$ cat src/rtl/pctw_pkg.sv
// Package for the PLL channel table word calculator.
// Holds shared constants, the item record passed from front to back, and the
// sequencer state type. No dependencies.
package pctw_pkg;

    localparam logic [31:0] TBL_MAGIC     = 32'h1234_5675;
    localparam int          QUEUE_DEPTH   = 4;
    localparam int          IDX_W         = 8;
    localparam int          XO_W          = 15;
    localparam int          LO_W          = 13;
    localparam logic [7:0]  IDX_OFFSET    = 8'd1;
    localparam logic [7:0]  IDX_FREQ_BASE = 8'd114;
    localparam logic [7:0]  IDX_END       = 8'd199;
    localparam logic [12:0] LO_CH_BASE    = 13'd4824;
    localparam logic [12:0] LO_CH_LAST    = 13'd4968;
    localparam logic [12:0] LO_FREQ_ZERO  = 13'd3840;
    localparam logic [12:0] LO_FREQ_BASE  = 13'd4802;
    localparam logic [3:0]  CH_LAST       = 4'd13;
    localparam logic [31:0] M_DEN         = 32'd1280000000;
    localparam logic [26:0] D_NOM         = 27'd64000000;
    localparam logic [14:0] XO_NEG_LIMIT  = 15'd16384;
    localparam logic [31:0] ALL_ONES      = 32'hFFFF_FFFF;

    // Word codes within one channel
    localparam logic [2:0] K_W0     = 3'd0;
    localparam logic [2:0] K_W1     = 3'd1;
    localparam logic [2:0] K_RX_N1  = 3'd2;
    localparam logic [2:0] K_RX_INV = 3'd3;
    localparam logic [2:0] K_RX_DEC = 3'd4;
    localparam logic [2:0] K_TX_N1  = 3'd5;
    localparam logic [2:0] K_TX_INV = 3'd6;
    localparam logic [2:0] K_TX_DEC = 3'd7;

    typedef enum logic [0:0] {
        KIND_IMM,
        KIND_PLL
    } kind_t;

    typedef struct packed {
        kind_t             kind;
        logic [31:0]       imm;
        logic [LO_W-1:0]   lo;
        logic              chan;
        logic [2:0]        k;
    } item_t;

    typedef enum logic [2:0] {
        S_IDLE,
        S_DIV_N2,
        S_DIV_F,
        S_MUL,
        S_DIV_T,
        S_DIV_N1,
        S_DIV_X,
        S_EMIT
    } state_t;

endpackage

$ cat src/rtl/pctw_front.sv
// Front end: accepts word requests and classifies them into items.
// Depends on pctw_pkg.
module pctw_front (
    input  logic                         s_tvalid,
    output logic                         s_tready,
    input  logic [pctw_pkg::IDX_W-1:0]   word_index,
    input  logic [pctw_pkg::XO_W-1:0]    xo_offset_code,
    input  logic                         queue_full,
    output logic                         push,
    output pctw_pkg::item_t              item
);
    import pctw_pkg::*;

    logic [7:0] rel;
    logic [3:0] ch;
    logic [7:0] fk;

    assign s_tready = !queue_full;
    assign push     = s_tvalid && !queue_full;

    always_comb begin
        rel       = word_index - 8'd2;
        ch        = rel[6:3];
        fk        = word_index - IDX_FREQ_BASE;
        item.kind = KIND_IMM;
        item.imm  = '0;
        item.lo   = '0;
        item.chan = 1'b0;
        item.k    = K_W0;
        if (word_index == '0) begin
            item.imm = TBL_MAGIC;
        end else if (word_index == IDX_OFFSET) begin
            item.imm = {17'd0, xo_offset_code};
        end else if (word_index < IDX_FREQ_BASE) begin
            item.kind = KIND_PLL;
            item.chan = 1'b1;
            item.k    = rel[2:0];
            item.lo   = (ch == CH_LAST) ? LO_CH_LAST
                                        : LO_CH_BASE + LO_W'(ch) * LO_W'(10);
        end else if (word_index < IDX_END) begin
            item.kind = KIND_PLL;
            item.lo   = (fk == '0) ? LO_FREQ_ZERO
                                   : LO_FREQ_BASE + {4'd0, fk, 1'b0} - LO_W'(2);
        end
    end
endmodule

$ cat src/rtl/pctw_queue.sv
// Short queue of classified items between front and back.
// Depends on pctw_pkg.
module pctw_queue #(
    parameter int DEPTH = pctw_pkg::QUEUE_DEPTH
) (
    input  logic            aclk,
    input  logic            aresetn,
    input  logic            push,
    input  pctw_pkg::item_t push_item,
    input  logic            pop,
    output pctw_pkg::item_t pop_item,
    output logic            full,
    output logic            empty
);
    import pctw_pkg::*;

    localparam int PW = (DEPTH > 1) ? $clog2(DEPTH) : 1;
    localparam int CW = $clog2(DEPTH + 1);

    item_t         mem [DEPTH];
    logic [PW-1:0] wr_ptr_reg, rd_ptr_reg;
    logic [CW-1:0] count_reg;

    assign full     = (count_reg == CW'(DEPTH));
    assign empty    = (count_reg == '0);
    assign pop_item = mem[rd_ptr_reg];

    always_ff @(posedge aclk) begin
        if (push) begin
            mem[wr_ptr_reg] <= push_item;
        end
    end

    always_ff @(posedge aclk) begin
        if (!aresetn) begin
            wr_ptr_reg <= '0;
            rd_ptr_reg <= '0;
            count_reg  <= '0;
        end else begin
            if (push) begin
                wr_ptr_reg <= (wr_ptr_reg == PW'(DEPTH - 1)) ? '0 : wr_ptr_reg + 1'b1;
            end
            if (pop) begin
                rd_ptr_reg <= (rd_ptr_reg == PW'(DEPTH - 1)) ? '0 : rd_ptr_reg + 1'b1;
            end
            count_reg <= count_reg + CW'(push) - CW'(pop);
        end
    end
endmodule

$ cat src/rtl/pctw_div.sv
// Restoring divider, one quotient bit per cycle, 64-bit dividend.
// Depends on nothing beyond its ports.
module pctw_div (
    input  logic        aclk,
    input  logic        aresetn,
    input  logic        start,
    input  logic [63:0] num,
    input  logic [31:0] den,
    output logic        done,
    output logic [63:0] quot,
    output logic [31:0] rem
);
    logic        busy_reg, done_reg;
    logic [5:0]  cnt_reg;
    logic [63:0] quot_reg;
    logic [31:0] rem_reg, den_reg;
    logic [32:0] shifted;
    logic [32:0] diff;

    assign done = done_reg;
    assign quot = quot_reg;
    assign rem  = rem_reg;

    always_comb begin
        shifted = {rem_reg, quot_reg[63]};
        diff    = shifted - {1'b0, den_reg};
    end

    always_ff @(posedge aclk) begin
        if (start) begin
            quot_reg <= num;
            rem_reg  <= '0;
            den_reg  <= den;
        end else if (busy_reg) begin
            // Keep the remainder when it falls short of the divisor
            if (!diff[32]) begin
                rem_reg <= diff[31:0];
            end else begin
                rem_reg <= shifted[31:0];
            end
            quot_reg <= {quot_reg[62:0], !diff[32]};
        end
    end

    always_ff @(posedge aclk) begin
        if (!aresetn) begin
            busy_reg <= 1'b0;
            done_reg <= 1'b0;
            cnt_reg  <= '0;
        end else begin
            done_reg <= 1'b0;
            if (start) begin
                busy_reg <= 1'b1;
                cnt_reg  <= 6'd63;
            end else if (busy_reg) begin
                cnt_reg <= cnt_reg - 1'b1;
                if (cnt_reg == '0) begin
                    busy_reg <= 1'b0;
                    done_reg <= 1'b1;
                end
            end
        end
    end
endmodule

$ cat src/rtl/pctw_back.sv
// Back end: sequences the table arithmetic over the shared divider and
// holds the result register. Depends on pctw_pkg and pctw_div.
module pctw_back (
    input  logic                      aclk,
    input  logic                      aresetn,
    input  logic [pctw_pkg::XO_W-1:0] xo_offset_code,
    input  logic                      queue_empty,
    input  pctw_pkg::item_t           queue_item,
    output logic                      pop,
    output logic                      m_tvalid,
    input  logic                      m_tready,
    output logic [31:0]               table_word
);
    import pctw_pkg::*;

    // floor(x / 78125) = (x * RECIP_M) >> 61 for x below 2^44; 1.28e9 = 78125 << 14
    localparam logic [44:0] RECIP_M     = 45'd29514790517936;
    localparam logic [2:0]  T_STEPS     = 3'd4;
    // floor(y / 15) = (y * TX_RECIP) >> 35 for y below 2^32
    localparam logic [31:0] TX_RECIP    = 32'h8888_8889;
    localparam logic [31:0] TX_DEC_STEP = 32'd143165576;

    state_t      state_reg, state_next;
    logic        launched_reg, launched_next;
    logic [2:0]  step_reg, step_next;
    item_t       item_reg;
    logic [29:0] b_reg;
    logic [36:0] a_reg;
    logic [8:0]  n2_reg;
    logic [31:0] r_reg;
    logic [19:0] f_reg;
    logic [57:0] num_reg;
    logic [89:0] acc_reg;
    logic [27:0] q_reg;
    logic [31:0] n1_reg;
    logic [31:0] word_reg, word_next;
    logic        res_valid_reg;
    logic [31:0] res_reg;

    logic        div_start, div_done;
    logic [63:0] div_num, div_quot;
    logic [31:0] div_den, div_rem;
    logic [26:0] d_val;
    logic [27:0] p_val;
    logic        load_res;
    logic [21:0] mx_a;
    logic [22:0] mx_b;
    logic [44:0] mx_prod;
    logic [89:0] mx_term;
    logic [27:0] q_calc;
    logic [63:0] tx_prod;
    logic [31:0] tx_n1;
    logic [3:0]  tx_r, tx_rp1;
    logic [31:0] tx_dec;
    logic        n1_done;
    logic [31:0] n1_val;

    pctw_div u_div (
        .aclk    (aclk),
        .aresetn (aresetn),
        .start   (div_start),
        .num     (div_num),
        .den     (div_den),
        .done    (div_done),
        .quot    (div_quot),
        .rem     (div_rem)
    );

    assign m_tvalid   = res_valid_reg;
    assign table_word = res_reg;

    always_comb begin
        // Signed offset: codes above the limit wrap to negative
        if (xo_offset_code > XO_NEG_LIMIT) begin
            d_val = D_NOM - 27'd32768 + {12'd0, xo_offset_code};
        end else begin
            d_val = D_NOM + {12'd0, xo_offset_code};
        end
        p_val = {n2_reg, 19'd0} + {8'd0, f_reg};
    end

    // Reciprocal scaling by 1.28e9, one partial product per step
    always_comb begin
        case (step_reg[1:0])
            2'd0: begin
                mx_a = num_reg[35:14];
                mx_b = RECIP_M[22:0];
            end
            2'd1: begin
                mx_a = num_reg[35:14];
                mx_b = {1'b0, RECIP_M[44:23]};
            end
            2'd2: begin
                mx_a = num_reg[57:36];
                mx_b = RECIP_M[22:0];
            end
            default: begin
                mx_a = num_reg[57:36];
                mx_b = {1'b0, RECIP_M[44:23]};
            end
        endcase
        mx_prod = {23'd0, mx_a} * {22'd0, mx_b};
        case (step_reg[1:0])
            2'd0:    mx_term = {45'd0, mx_prod};
            2'd1:    mx_term = {22'd0, mx_prod, 23'd0};
            2'd2:    mx_term = {23'd0, mx_prod, 22'd0};
            default: mx_term = {mx_prod, 45'd0};
        endcase
        q_calc = acc_reg[88:61];
    end

    // Transmit words: divide 2Q by 15 and take the rounded remainder share
    always_comb begin
        tx_prod = {35'd0, q_reg, 1'b0} * {32'd0, TX_RECIP};
        tx_n1   = {3'd0, tx_prod[63:35]};
        tx_r    = {q_reg[2:0], 1'b0} + n1_reg[3:0];
        tx_rp1  = tx_r + 4'd1;
        tx_dec  = ({28'd0, tx_r} * TX_DEC_STEP) + {29'd0, tx_rp1[3:1]};
        n1_val  = (item_reg.k < K_TX_N1) ? div_quot[31:0] : tx_n1;
    end

    always_comb begin
        state_next    = state_reg;
        launched_next = launched_reg;
        step_next     = step_reg;
        word_next     = word_reg;
        pop           = 1'b0;
        div_start     = 1'b0;
        div_num       = '0;
        div_den       = '0;
        load_res      = 1'b0;
        n1_done       = 1'b0;
        unique case (state_reg)
            S_IDLE: begin
                if (!queue_empty) begin
                    pop = 1'b1;
                    if (queue_item.kind == KIND_IMM) begin
                        word_next  = queue_item.imm;
                        state_next = S_EMIT;
                    end else begin
                        state_next = S_DIV_N2;
                    end
                end
            end
            S_DIV_N2: begin
                div_num = {27'd0, a_reg};
                div_den = {2'd0, b_reg};
                if (!launched_reg) begin
                    div_start     = 1'b1;
                    launched_next = 1'b1;
                end else if (div_done) begin
                    launched_next = 1'b0;
                    state_next    = S_DIV_F;
                end
            end
            S_DIV_F: begin
                div_num = {14'd0, r_reg[29:0], 20'd0} + {34'd0, b_reg};
                div_den = {1'b0, b_reg, 1'b0};
                if (!launched_reg) begin
                    div_start     = 1'b1;
                    launched_next = 1'b1;
                end else if (div_done) begin
                    launched_next = 1'b0;
                    // Fraction field wraps; n2 is not bumped
                    word_next = {item_reg.chan, 3'd0, n2_reg, div_quot[18:0]};
                    if (!item_reg.chan || item_reg.k == K_W0) begin
                        state_next = S_EMIT;
                    end else begin
                        state_next = S_MUL;
                    end
                end
            end
            S_MUL: begin
                step_next  = '0;
                state_next = S_DIV_T;
            end
            S_DIV_T: begin
                if (step_reg != T_STEPS) begin
                    step_next = step_reg + 3'd1;
                end else begin
                    step_next = '0;
                    if (item_reg.k == K_W1) begin
                        word_next  = {4'd0, q_calc};
                        state_next = S_EMIT;
                    end else if (item_reg.k < K_TX_N1 && q_calc == '0) begin
                        word_next  = ALL_ONES;
                        state_next = S_EMIT;
                    end else begin
                        state_next = S_DIV_N1;
                    end
                end
            end
            S_DIV_N1: begin
                if (item_reg.k < K_TX_N1) begin
                    div_num = 64'd60 << 41;
                    div_den = {4'd0, q_reg};
                    if (!launched_reg) begin
                        div_start     = 1'b1;
                        launched_next = 1'b1;
                    end else if (div_done) begin
                        launched_next = 1'b0;
                        n1_done       = 1'b1;
                    end
                end else begin
                    n1_done = 1'b1;
                end
                if (n1_done) begin
                    word_next = n1_val;
                    if (item_reg.k == K_RX_N1 || item_reg.k == K_TX_N1) begin
                        state_next = S_EMIT;
                    end else if ((item_reg.k == K_RX_INV || item_reg.k == K_TX_INV)
                                 && n1_val == '0) begin
                        word_next  = ALL_ONES;
                        state_next = S_EMIT;
                    end else begin
                        state_next = S_DIV_X;
                    end
                end
            end
            S_DIV_X: begin
                if (item_reg.k == K_TX_DEC) begin
                    word_next  = tx_dec;
                    state_next = S_EMIT;
                end else begin
                    case (item_reg.k)
                        K_RX_DEC: begin
                            div_num = {4'd0, r_reg[27:0], 32'd0} + {36'd0, q_reg};
                            div_den = {3'd0, q_reg, 1'b0};
                        end
                        default: begin
                            div_num = (64'd1 << 34) + {32'd0, n1_reg};
                            div_den = {n1_reg[30:0], 1'b0};
                        end
                    endcase
                    if (!launched_reg) begin
                        div_start     = 1'b1;
                        launched_next = 1'b1;
                    end else if (div_done) begin
                        launched_next = 1'b0;
                        word_next     = div_quot[31:0];
                        state_next    = S_EMIT;
                    end
                end
            end
            S_EMIT: begin
                if (!res_valid_reg || m_tready) begin
                    load_res   = 1'b1;
                    state_next = S_IDLE;
                end
            end
            default: begin
                state_next = S_IDLE;
            end
        endcase
    end

    always_ff @(posedge aclk) begin
        word_reg <= word_next;
        if (pop) begin
            item_reg <= queue_item;
            b_reg    <= {3'd0, d_val} * 30'd13;
            a_reg    <= 37'(queue_item.lo) * 37'd16000000;
        end
        if (state_reg == S_DIV_N2 && div_done) begin
            n2_reg <= div_quot[8:0];
            r_reg  <= div_rem;
        end
        if (state_reg == S_DIV_F && div_done) begin
            f_reg <= div_quot[19:0];
        end
        if (state_reg == S_MUL) begin
            num_reg <= {28'd0, b_reg} * {30'd0, p_val};
            acc_reg <= '0;
        end
        if (state_reg == S_DIV_T && step_reg != T_STEPS) begin
            acc_reg <= acc_reg + mx_term;
        end
        if (state_reg == S_DIV_T && step_reg == T_STEPS) begin
            q_reg <= q_calc;
        end
        if (state_reg == S_DIV_N1 && n1_done) begin
            n1_reg <= n1_val;
            r_reg  <= div_rem;
        end
        if (load_res) begin
            res_reg <= word_reg;
        end
    end

    always_ff @(posedge aclk) begin
        if (!aresetn) begin
            state_reg     <= S_IDLE;
            launched_reg  <= 1'b0;
            step_reg      <= '0;
            res_valid_reg <= 1'b0;
        end else begin
            state_reg    <= state_next;
            launched_reg <= launched_next;
            step_reg     <= step_next;
            if (load_res) begin
                res_valid_reg <= 1'b1;
            end else if (m_tready) begin
                res_valid_reg <= 1'b0;
            end
        end
    end

`ifndef SYNTHESIS
    a_pop_idle: assert property (@(posedge aclk) disable iff (!aresetn)
        pop |-> (state_reg == S_IDLE && !queue_empty))
        else $error("pop outside idle");
    a_load_free: assert property (@(posedge aclk) disable iff (!aresetn)
        load_res |-> (!res_valid_reg || m_tready))
        else $error("result overwritten");
    a_done_launched: assert property (@(posedge aclk) disable iff (!aresetn)
        div_done |-> launched_reg)
        else $error("divider finished without a launch");
    a_start_once: assert property (@(posedge aclk) disable iff (!aresetn)
        div_start |=> !div_start)
        else $error("divider restarted");
`endif
endmodule

$ cat src/rtl/pll_channel_table_word_calc.sv
// PLL channel table word calculator, top level. Magic, offset and out-of-range
// words are immediate; PLL words take two passes of the shared restoring divider,
// and channel words add a multiply, a reciprocal scaling and up to two more divider
// passes. The back end works one item at a time; a 4-entry queue takes requests.
// Reset (aresetn low, synchronous) clears the offset register to 0, the queue and result.
module pll_channel_table_word_calc #(
    parameter int QUEUE_DEPTH = pctw_pkg::QUEUE_DEPTH
) (
    input  logic        aclk,
    input  logic        aresetn,
    // request channel
    input  logic        s_tvalid,
    output logic        s_tready,
    input  logic [7:0]  s_tdata,   // [7:0] word_index
    // result channel
    output logic        m_tvalid,
    input  logic        m_tready,
    output logic [31:0] m_tdata,   // [31:0] table_word
    // configuration
    input  logic        psel,
    input  logic        penable,
    input  logic        pwrite,
    input  logic [2:0]  paddr,
    input  logic [31:0] pwdata,
    output logic [31:0] prdata,
    output logic        pready
);
    import pctw_pkg::*;

    logic [XO_W-1:0] xo_reg;
    logic            push, pop, full, empty;
    item_t           push_item, pop_item;

    // Register 0 at byte address 0; pready is tied high
    assign pready = 1'b1;
    assign prdata = (paddr[2] == 1'b0) ? {17'd0, xo_reg} : '0;

    always_ff @(posedge aclk) begin
        if (!aresetn) begin
            xo_reg <= '0;
        end else if (psel && penable && pwrite && pready && paddr[2] == 1'b0) begin
            xo_reg <= pwdata[XO_W-1:0];
        end
    end

    // Classify the request into an immediate word or a PLL computation
    pctw_front u_front (
        .s_tvalid       (s_tvalid),
        .s_tready       (s_tready),
        .word_index     (s_tdata),
        .xo_offset_code (xo_reg),
        .queue_full     (full),
        .push           (push),
        .item           (push_item)
    );

    // Hold classified requests until the back end is free
    pctw_queue #(
        .DEPTH (QUEUE_DEPTH)
    ) u_queue (
        .aclk      (aclk),
        .aresetn   (aresetn),
        .push      (push),
        .push_item (push_item),
        .pop       (pop),
        .pop_item  (pop_item),
        .full      (full),
        .empty     (empty)
    );

    // Run the arithmetic and drive the result register
    pctw_back u_back (
        .aclk           (aclk),
        .aresetn        (aresetn),
        .xo_offset_code (xo_reg),
        .queue_empty    (empty),
        .queue_item     (pop_item),
        .pop            (pop),
        .m_tvalid       (m_tvalid),
        .m_tready       (m_tready),
        .table_word     (m_tdata)
    );
endmodule

$ cat config.mk
export PLATFORM = sky130hd
export DESIGN_NAME = pll_channel_table_word_calc
export DESIGN_NICKNAME = d
export VERILOG_FILES = /design/src/rtl/pctw_pkg.sv /design/src/rtl/pctw_front.sv /design/src/rtl/pctw_queue.sv /design/src/rtl/pctw_div.sv /design/src/rtl/pctw_back.sv /design/src/rtl/pll_channel_table_word_calc.sv
export SDC_FILE = /design/constraint.sdc
export NUM_CORES = 2
export LEC_CHECK = 0
export ABC_CLOCK_PERIOD_IN_PS = 12250
export BUFFER_PORTS_ARGS = -buffer_cell sky130_fd_sc_hd__buf_2
export CAP_MARGIN = 0
export CORE_MARGIN = 1
export CORE_UTILIZATION = 55
export DETAILED_ROUTE_END_ITERATION = 10
export GPL_ROUTABILITY_DRIVEN = 0
export GPL_TIMING_DRIVEN = 0
export PLACE_DENSITY_LB_ADDON = 0.2
export SKIP_CTS_REPAIR_TIMING = 1
export SLEW_MARGIN = 20
export SYNTH_ARGS = -nofsm -noshare
export SYNTH_HDL_FRONTEND = slang
export SYNTH_SLANG_ARGS = --single-unit
$ cat constraint.sdc
create_clock -name aclk -period 12.25 [get_ports aclk]
set_clock_uncertainty 0.05 [all_clocks]
set_input_delay 2.45 -clock aclk [delete_from_list [all_inputs] [get_ports aclk]]
set_output_delay 2.45 -clock aclk [all_outputs]
set_load 0.05 [all_outputs]
**Word-level counts from Yosys, hierarchy flattened**

Memories as Yosys holds them, arrays and structs flattened. A register that Yosys moved wholly into a read port is not among the register bits.
Cells that the tools add are included.
W data, S select, Z words.

- Flip-flop bits (word level): 558
- RAM bits: 200
- Input port bits: 50
- Output and inout port bits: 67
- Logic and storage cells: 243
- Memories kept: 1

- Add/subtract/negate cells: 22
- Multiply operators: 7
- Order comparisons: 4
- Equality and inequality tests: 37
- Mux-type cells: 100
- Bitwise operators: 3
- Reduce and logical (&&, ||, !) cells: 42

Memory list:

| name | words | width | rd ports | clocked after memory_dff | write ports | RTL line | source |
|---|---|---|---|---|---|---|---|
| u_queue.mem | 4 | 50 | 1 | 1 | 1 | pctw_queue.sv:20 | `item_t mem [DEPTH];` |

Operators with widths:

| operator | number |
|---|---|
| $mux W32 | 18 |
| $pmux W90 S3 | 1 |
| $mux W64 | 4 |
| $pmux W64 S4 | 1 |
| $mux W90 | 2 |
| $pmux W32 S5 | 1 |
| $pmux W32 S4 | 1 |
| $add A90 B90 Y90 | 1 |
| $add A60 B28 Y61 | 1 |
| $mul A28 B32 Y60 const B | 1 |
| $mux W30 | 2 |
| $mul A30 B28 Y58 | 1 |
| $add A26 B15 Y27 const A | 2 |
| $mux W13 | 4 |
| $add A50 B30 Y51 | 1 |
| $mux W3 | 16 |
| $mux W47 | 1 |
| $mul A22 B22 Y44 | 1 |
| $mux W22 | 2 |
| $add A35 B32 Y36 const A | 1 |
| $mux W17 | 2 |
| $sub A33 B32 Y33 | 1 |
| $add A32 B3 Y32 | 1 |
| $logic_not A32 Y1 | 1 |
| 59 further kinds | 148 |

**Depth between registers and ports, before layout**

- Word-level depth: 8
- Mapped depth: 51
- Gate-level depth less buffers: 48

**By module**

Synthesis repeated with hierarchy kept, for this count alone.

- Cell total of the unflattened synthesis: 8,571
- Area, all modules: 85,839.8 um^2

By module, submodules not included:

| module | times used | cells an instance | area each (um^2) | sequential area each (um^2) |
|---|---|---|---|---|
| pctw_back | 1 | 7,393 | 69,014.9 | 11,240.8 |
| pctw_queue | 1 | 305 | 7,723.7 | 6,185.9 |
| pctw_div | 1 | 626 | 7,205.7 | 3,683.5 |
| pctw_front | 1 | 145 | 1,027.2 | 0.0 |
| pll_channel_table_word_calc | 1 | 102 | 868.3 | 300.3 |

**Least setup slack after synthesis**

OpenSTA, ideal clock, no wires.

- Path kind: reg-to-reg
- From: register u_back.step_reg[1]
- To: register u_back.acc_reg[82] (data pin)
- Setup time: 0.266 ns
- Arrival: 11.252 ns
- Setup slack: 0.682 ns
- Stages on the path, launching flop included: 48
- Path through: dfxtp_1 > inv_1 > ha_1 > clkbuf_1 > nor2_1 > clkbuf_1 > buf_1 > mux2i_1 > inv_1 > nand2_1 > inv_1 > fa_1 > fa_1 > inv_1 > fa_1 > inv_1 > fa_1 > fa_1 > [... 12 more ...] > o21a_1 > o21ai_0 > a311oi_1 > nor2_1 > a221o_1 > ha_1 > clkbuf_1 > nand2_1 > nor2_1 > nand3_1 > nor4_1 > nor4b_1 > o211ai_1 > nand2_1 > a211oi_1 > o41ai_1 > xnor2_1 > nor2_1

- Word-level cells in the longest chain between the ends: 7
- Elaborated cells between the ends (all ways): 13
- Those cells by class: add/sub: 1; mul: 1; eq/ne: 3; mux: 4; reduce/logical: 4

RTL lines:

| what | RTL line | source |
|---|---|---|
| from (decl) | pctw_back.sv:25 | `logic [2:0] step_reg, step_next;` |
| from (signal assigned) | pctw_back.sv:299 | `step_reg <= step_next;` |
| $eq A2 B1 Y1 (tied with other cells) | pctw_back.sv:84, pctw_back.sv:103 |  |
| $reduce_or A2 Y1 (no source line) | -- |  |
| $mux W22 | pctw_back.sv:84 | `case (step_reg[1:0])` |
| $mul A22 B22 Y44 | pctw_back.sv:102 | `mx_prod = {23'd0, mx_a} * {22'd0, mx_b};` |
| $pmux W90 S3 | pctw_back.sv:103 | `case (step_reg[1:0])` |
| $add A90 B90 Y90 | pctw_back.sv:276 | `acc_reg <= acc_reg + mx_term;` |
| $mux W90 (*) | pctw_back.sv:275 | `if (state_reg == S_DIV_T && step_reg != T_STEPS) begin` |
| to (signal assigned) | pctw_back.sv:276 |  |
| to (decl) | pctw_back.sv:33 | `logic [89:0] acc_reg;` |

Mark *: on every way between the ends. The rest lies on a longest branch, timed or not.
A chain may end at the register's enable or synchronous reset.

**Worst setup path in the final report**

- From: register u_back.step_reg[1]
- To: register u_back.acc_reg[87] (data pin)

Same word-level chain as after synthesis.

==> results.cfg <==
[outcome]
run_status = finished with violations
failed_checks = design-rule violations

[synth]
yosysSeqAreaShare_pct = 23.7
synth.avg_cell_area_um2 = 9.81
netlist_area_um2 = 81600
synthDistinctLibCells = 98
ys.warnings.count = 0
gate_count_after_technology_mapping = 8324
number_of_enable_flip_flop_cells_after_synthesis = 596
synth.ff_latch_count = 668
synthArstFlopShare_pct = 0
yosys_most_used_dff = edfxtp_1

[placed_design]
dpl_cells = 10400
dp_hpwl_um = 208000
port_buffers = 75
placed_instance_area_um2 = 85000

[route]
drt.antenna.violating_nets = 0
dr.max_layer_used = met5
initialDrtViolationCount = 6775
via_count = 63500
detailroute.wirelength.met3_um = 28400
viasPerCell = 6.03
detail_route.drc_violations = 2
detailedRoute.firstPassIterationCount = 11
detail_route.wirelength.met1_um = 97100
route.detailed.wl_per_inst_um = 24.2
total_routed_wirelength_um = 255000
routed-wl-met2_um = 112000

[finish]
final_util_pct = 60.3
finish.cell_count_without_fillers = 10500
fin_area_um2 = 88300
nNetsFinal = 10600
post_route_cells_drive_above_1_share_pct = 6.03
mostFrequentLayoutCells = inv_1 (1485), fa_1 (1044), ha_1 (941), nand2_1 (883), edfxtp_1 (596)
fill_cells = 12300
number_of_flip_flops_in_the_largest_register = 132
flow.area_growth_from_synthesis_pct = 8.23
layout.cells.most_common = inv_1

[setup_path]
setup.worst_path.start_class = register
critical_path_required_ns = 12.61
endpoint_kind = register
worstSetupPathType = reg -> reg
critical_path.max_fanout = 10
slowest_stage = fa_1
rrSetupSlack_ns = 0.32
cp_slowest_stage_delay_ns = 0.57
worst-endpoint-arrival_ns = 12.29

[global_routing]
groute.usage.overall_pct = 33.9
antenna_found_initial = 14
first_global_vias = 63900
gr-total-overflow = 0
largest_net_degree_at_the_start_of_global_routing = 52
grt_first_pass_wirelength_um = 384000

[sta]
period_minus_slack_ns = 11.93
final_max_tran_viols = 0
fmax_ghz = 0.0838
worst_slew_pin_slew_ns = 1.31
worst_slew_margin_rel_pct = 12.6
fin_tns_setup_ns = 0
finalSetupViolations = 0
timing.final.hold_violations = 0
min_period_over_period_pct = 97.4

[clocking]
clock_tree.buffer_depth = 3
clockRootBuffer = clkbuf_16
cts_tree = done
cts_max_level = 3
cts_made_buffers = 72
clkSinkCount = 668
clk_pin_slew_ns = 0.06
insertion_delay_ns = 0.69

[floorplanning]
rows = 140
design.portCount = 117
fp.dieH_um = 387
core-area_um2 = 146000
initial_core_util_pct = 55.7
full_die_area_um2 = 150000
die_width_um = 387

[job]
maxCapViolCount = 0

[min_path]
hold_path.class = reg -> reg
[through the flow]
step	hold WS [ns]	setup slack [ns]
floorplan	0.350	0.682
global placement	0.353	-2.73
detailed placement	0.355	-2.82
CTS	0.370	-2.90
global route	0.372	-0.0968
finish	0.371	0.318
[routing by layer]
| metal | vias up | global-route usage, % |
|---|---|---|
| met3 | 829 | 9.06 |
| met4 | 8 | 18.0 |
| met2 | 3546 | 52.4 |
| met5 | - | 0 |
| li1 | 27900 | - |
| met1 | 31200 | 43.5 |
[final cells by class]
class / instances / area, µm² / share of cell area [%]
Multi-Input combinational cell: 5826 / 56000 / 63.4
Tap cell: 1917 / 2400 / 2.72
Clock inverter: 36 / 403 / 0.456
Inverter: 1497 / 5650 / 6.40
Antenna cell: 8 / 20.0 / 0.0227
Clock buffer: 93 / 2000 / 2.26
Timing Repair Buffer: 136 / 1100 / 1.25
Sequential cell: 668 / 19300 / 21.9
Buffer: 341 / 1420 / 1.60
[worst paths after layout]
check                      start                    end  cells past startpoint
max           u_back.step_reg[1]     u_back.acc_reg[87]                     47
min reg2reg  u_back.word_reg[13]  u_back.table_word[13]                      0
min          u_back.word_reg[13]  u_back.table_word[13]                      0
max reg2reg   u_back.step_reg[1]     u_back.acc_reg[87]                     47
[cell usage after synthesis, types with 90 or more instances]
master / n / area (µm²)
inv_1: 1493 / 5600
ha_1: 948 / 11900
nor2b_1: 107 / 669
xor2_1: 90 / 788
o21ai_0: 207 / 1040
nor2_1: 477 / 1790
a21oi_1: 402 / 2010
and2_1: 180 / 1130
edfxtp_1: 596 / 17900
xnor2_1: 200 / 1750
fa_1: 1046 / 20900
nand3_1: 95 / 475
nand2_1: 885 / 3320
a21o_1: 139 / 1040
clkbuf_1: 308 / 1160
[critical path: cells and delay by family (launching register included)]
kind            cells  cell delay (ns)
flops               1             0.40
compound gates     14             3.08
mux                 2             0.65
simple gates       10             1.42
fa+ha+maj          10             4.70
buf+inv            11             1.33
[cell families (layout without fill, tap and decap cells)]
| kind of cell | count (synthesis) | count (layout) | synth area share, % |
|---|---|---|---|
| compound gates | 1300 | 1300 | 10.6 |
| xor+xnor | 291 | 291 | 3.14 |
| fa+ha+maj | 1994 | 1994 | 40.2 |
| buf+inv | 1851 | 2103 | 8.63 |
| flops | 668 | 668 | 23.7 |
| mux | 104 | 104 | 1.80 |
| other cells | 2 | 31 | 0.00920 |
| simple gates | 2114 | 2114 | 11.9 |
Power is not shown: default switching activity piles up to over one toggle a cycle in this logic, so the estimate is an artifact.
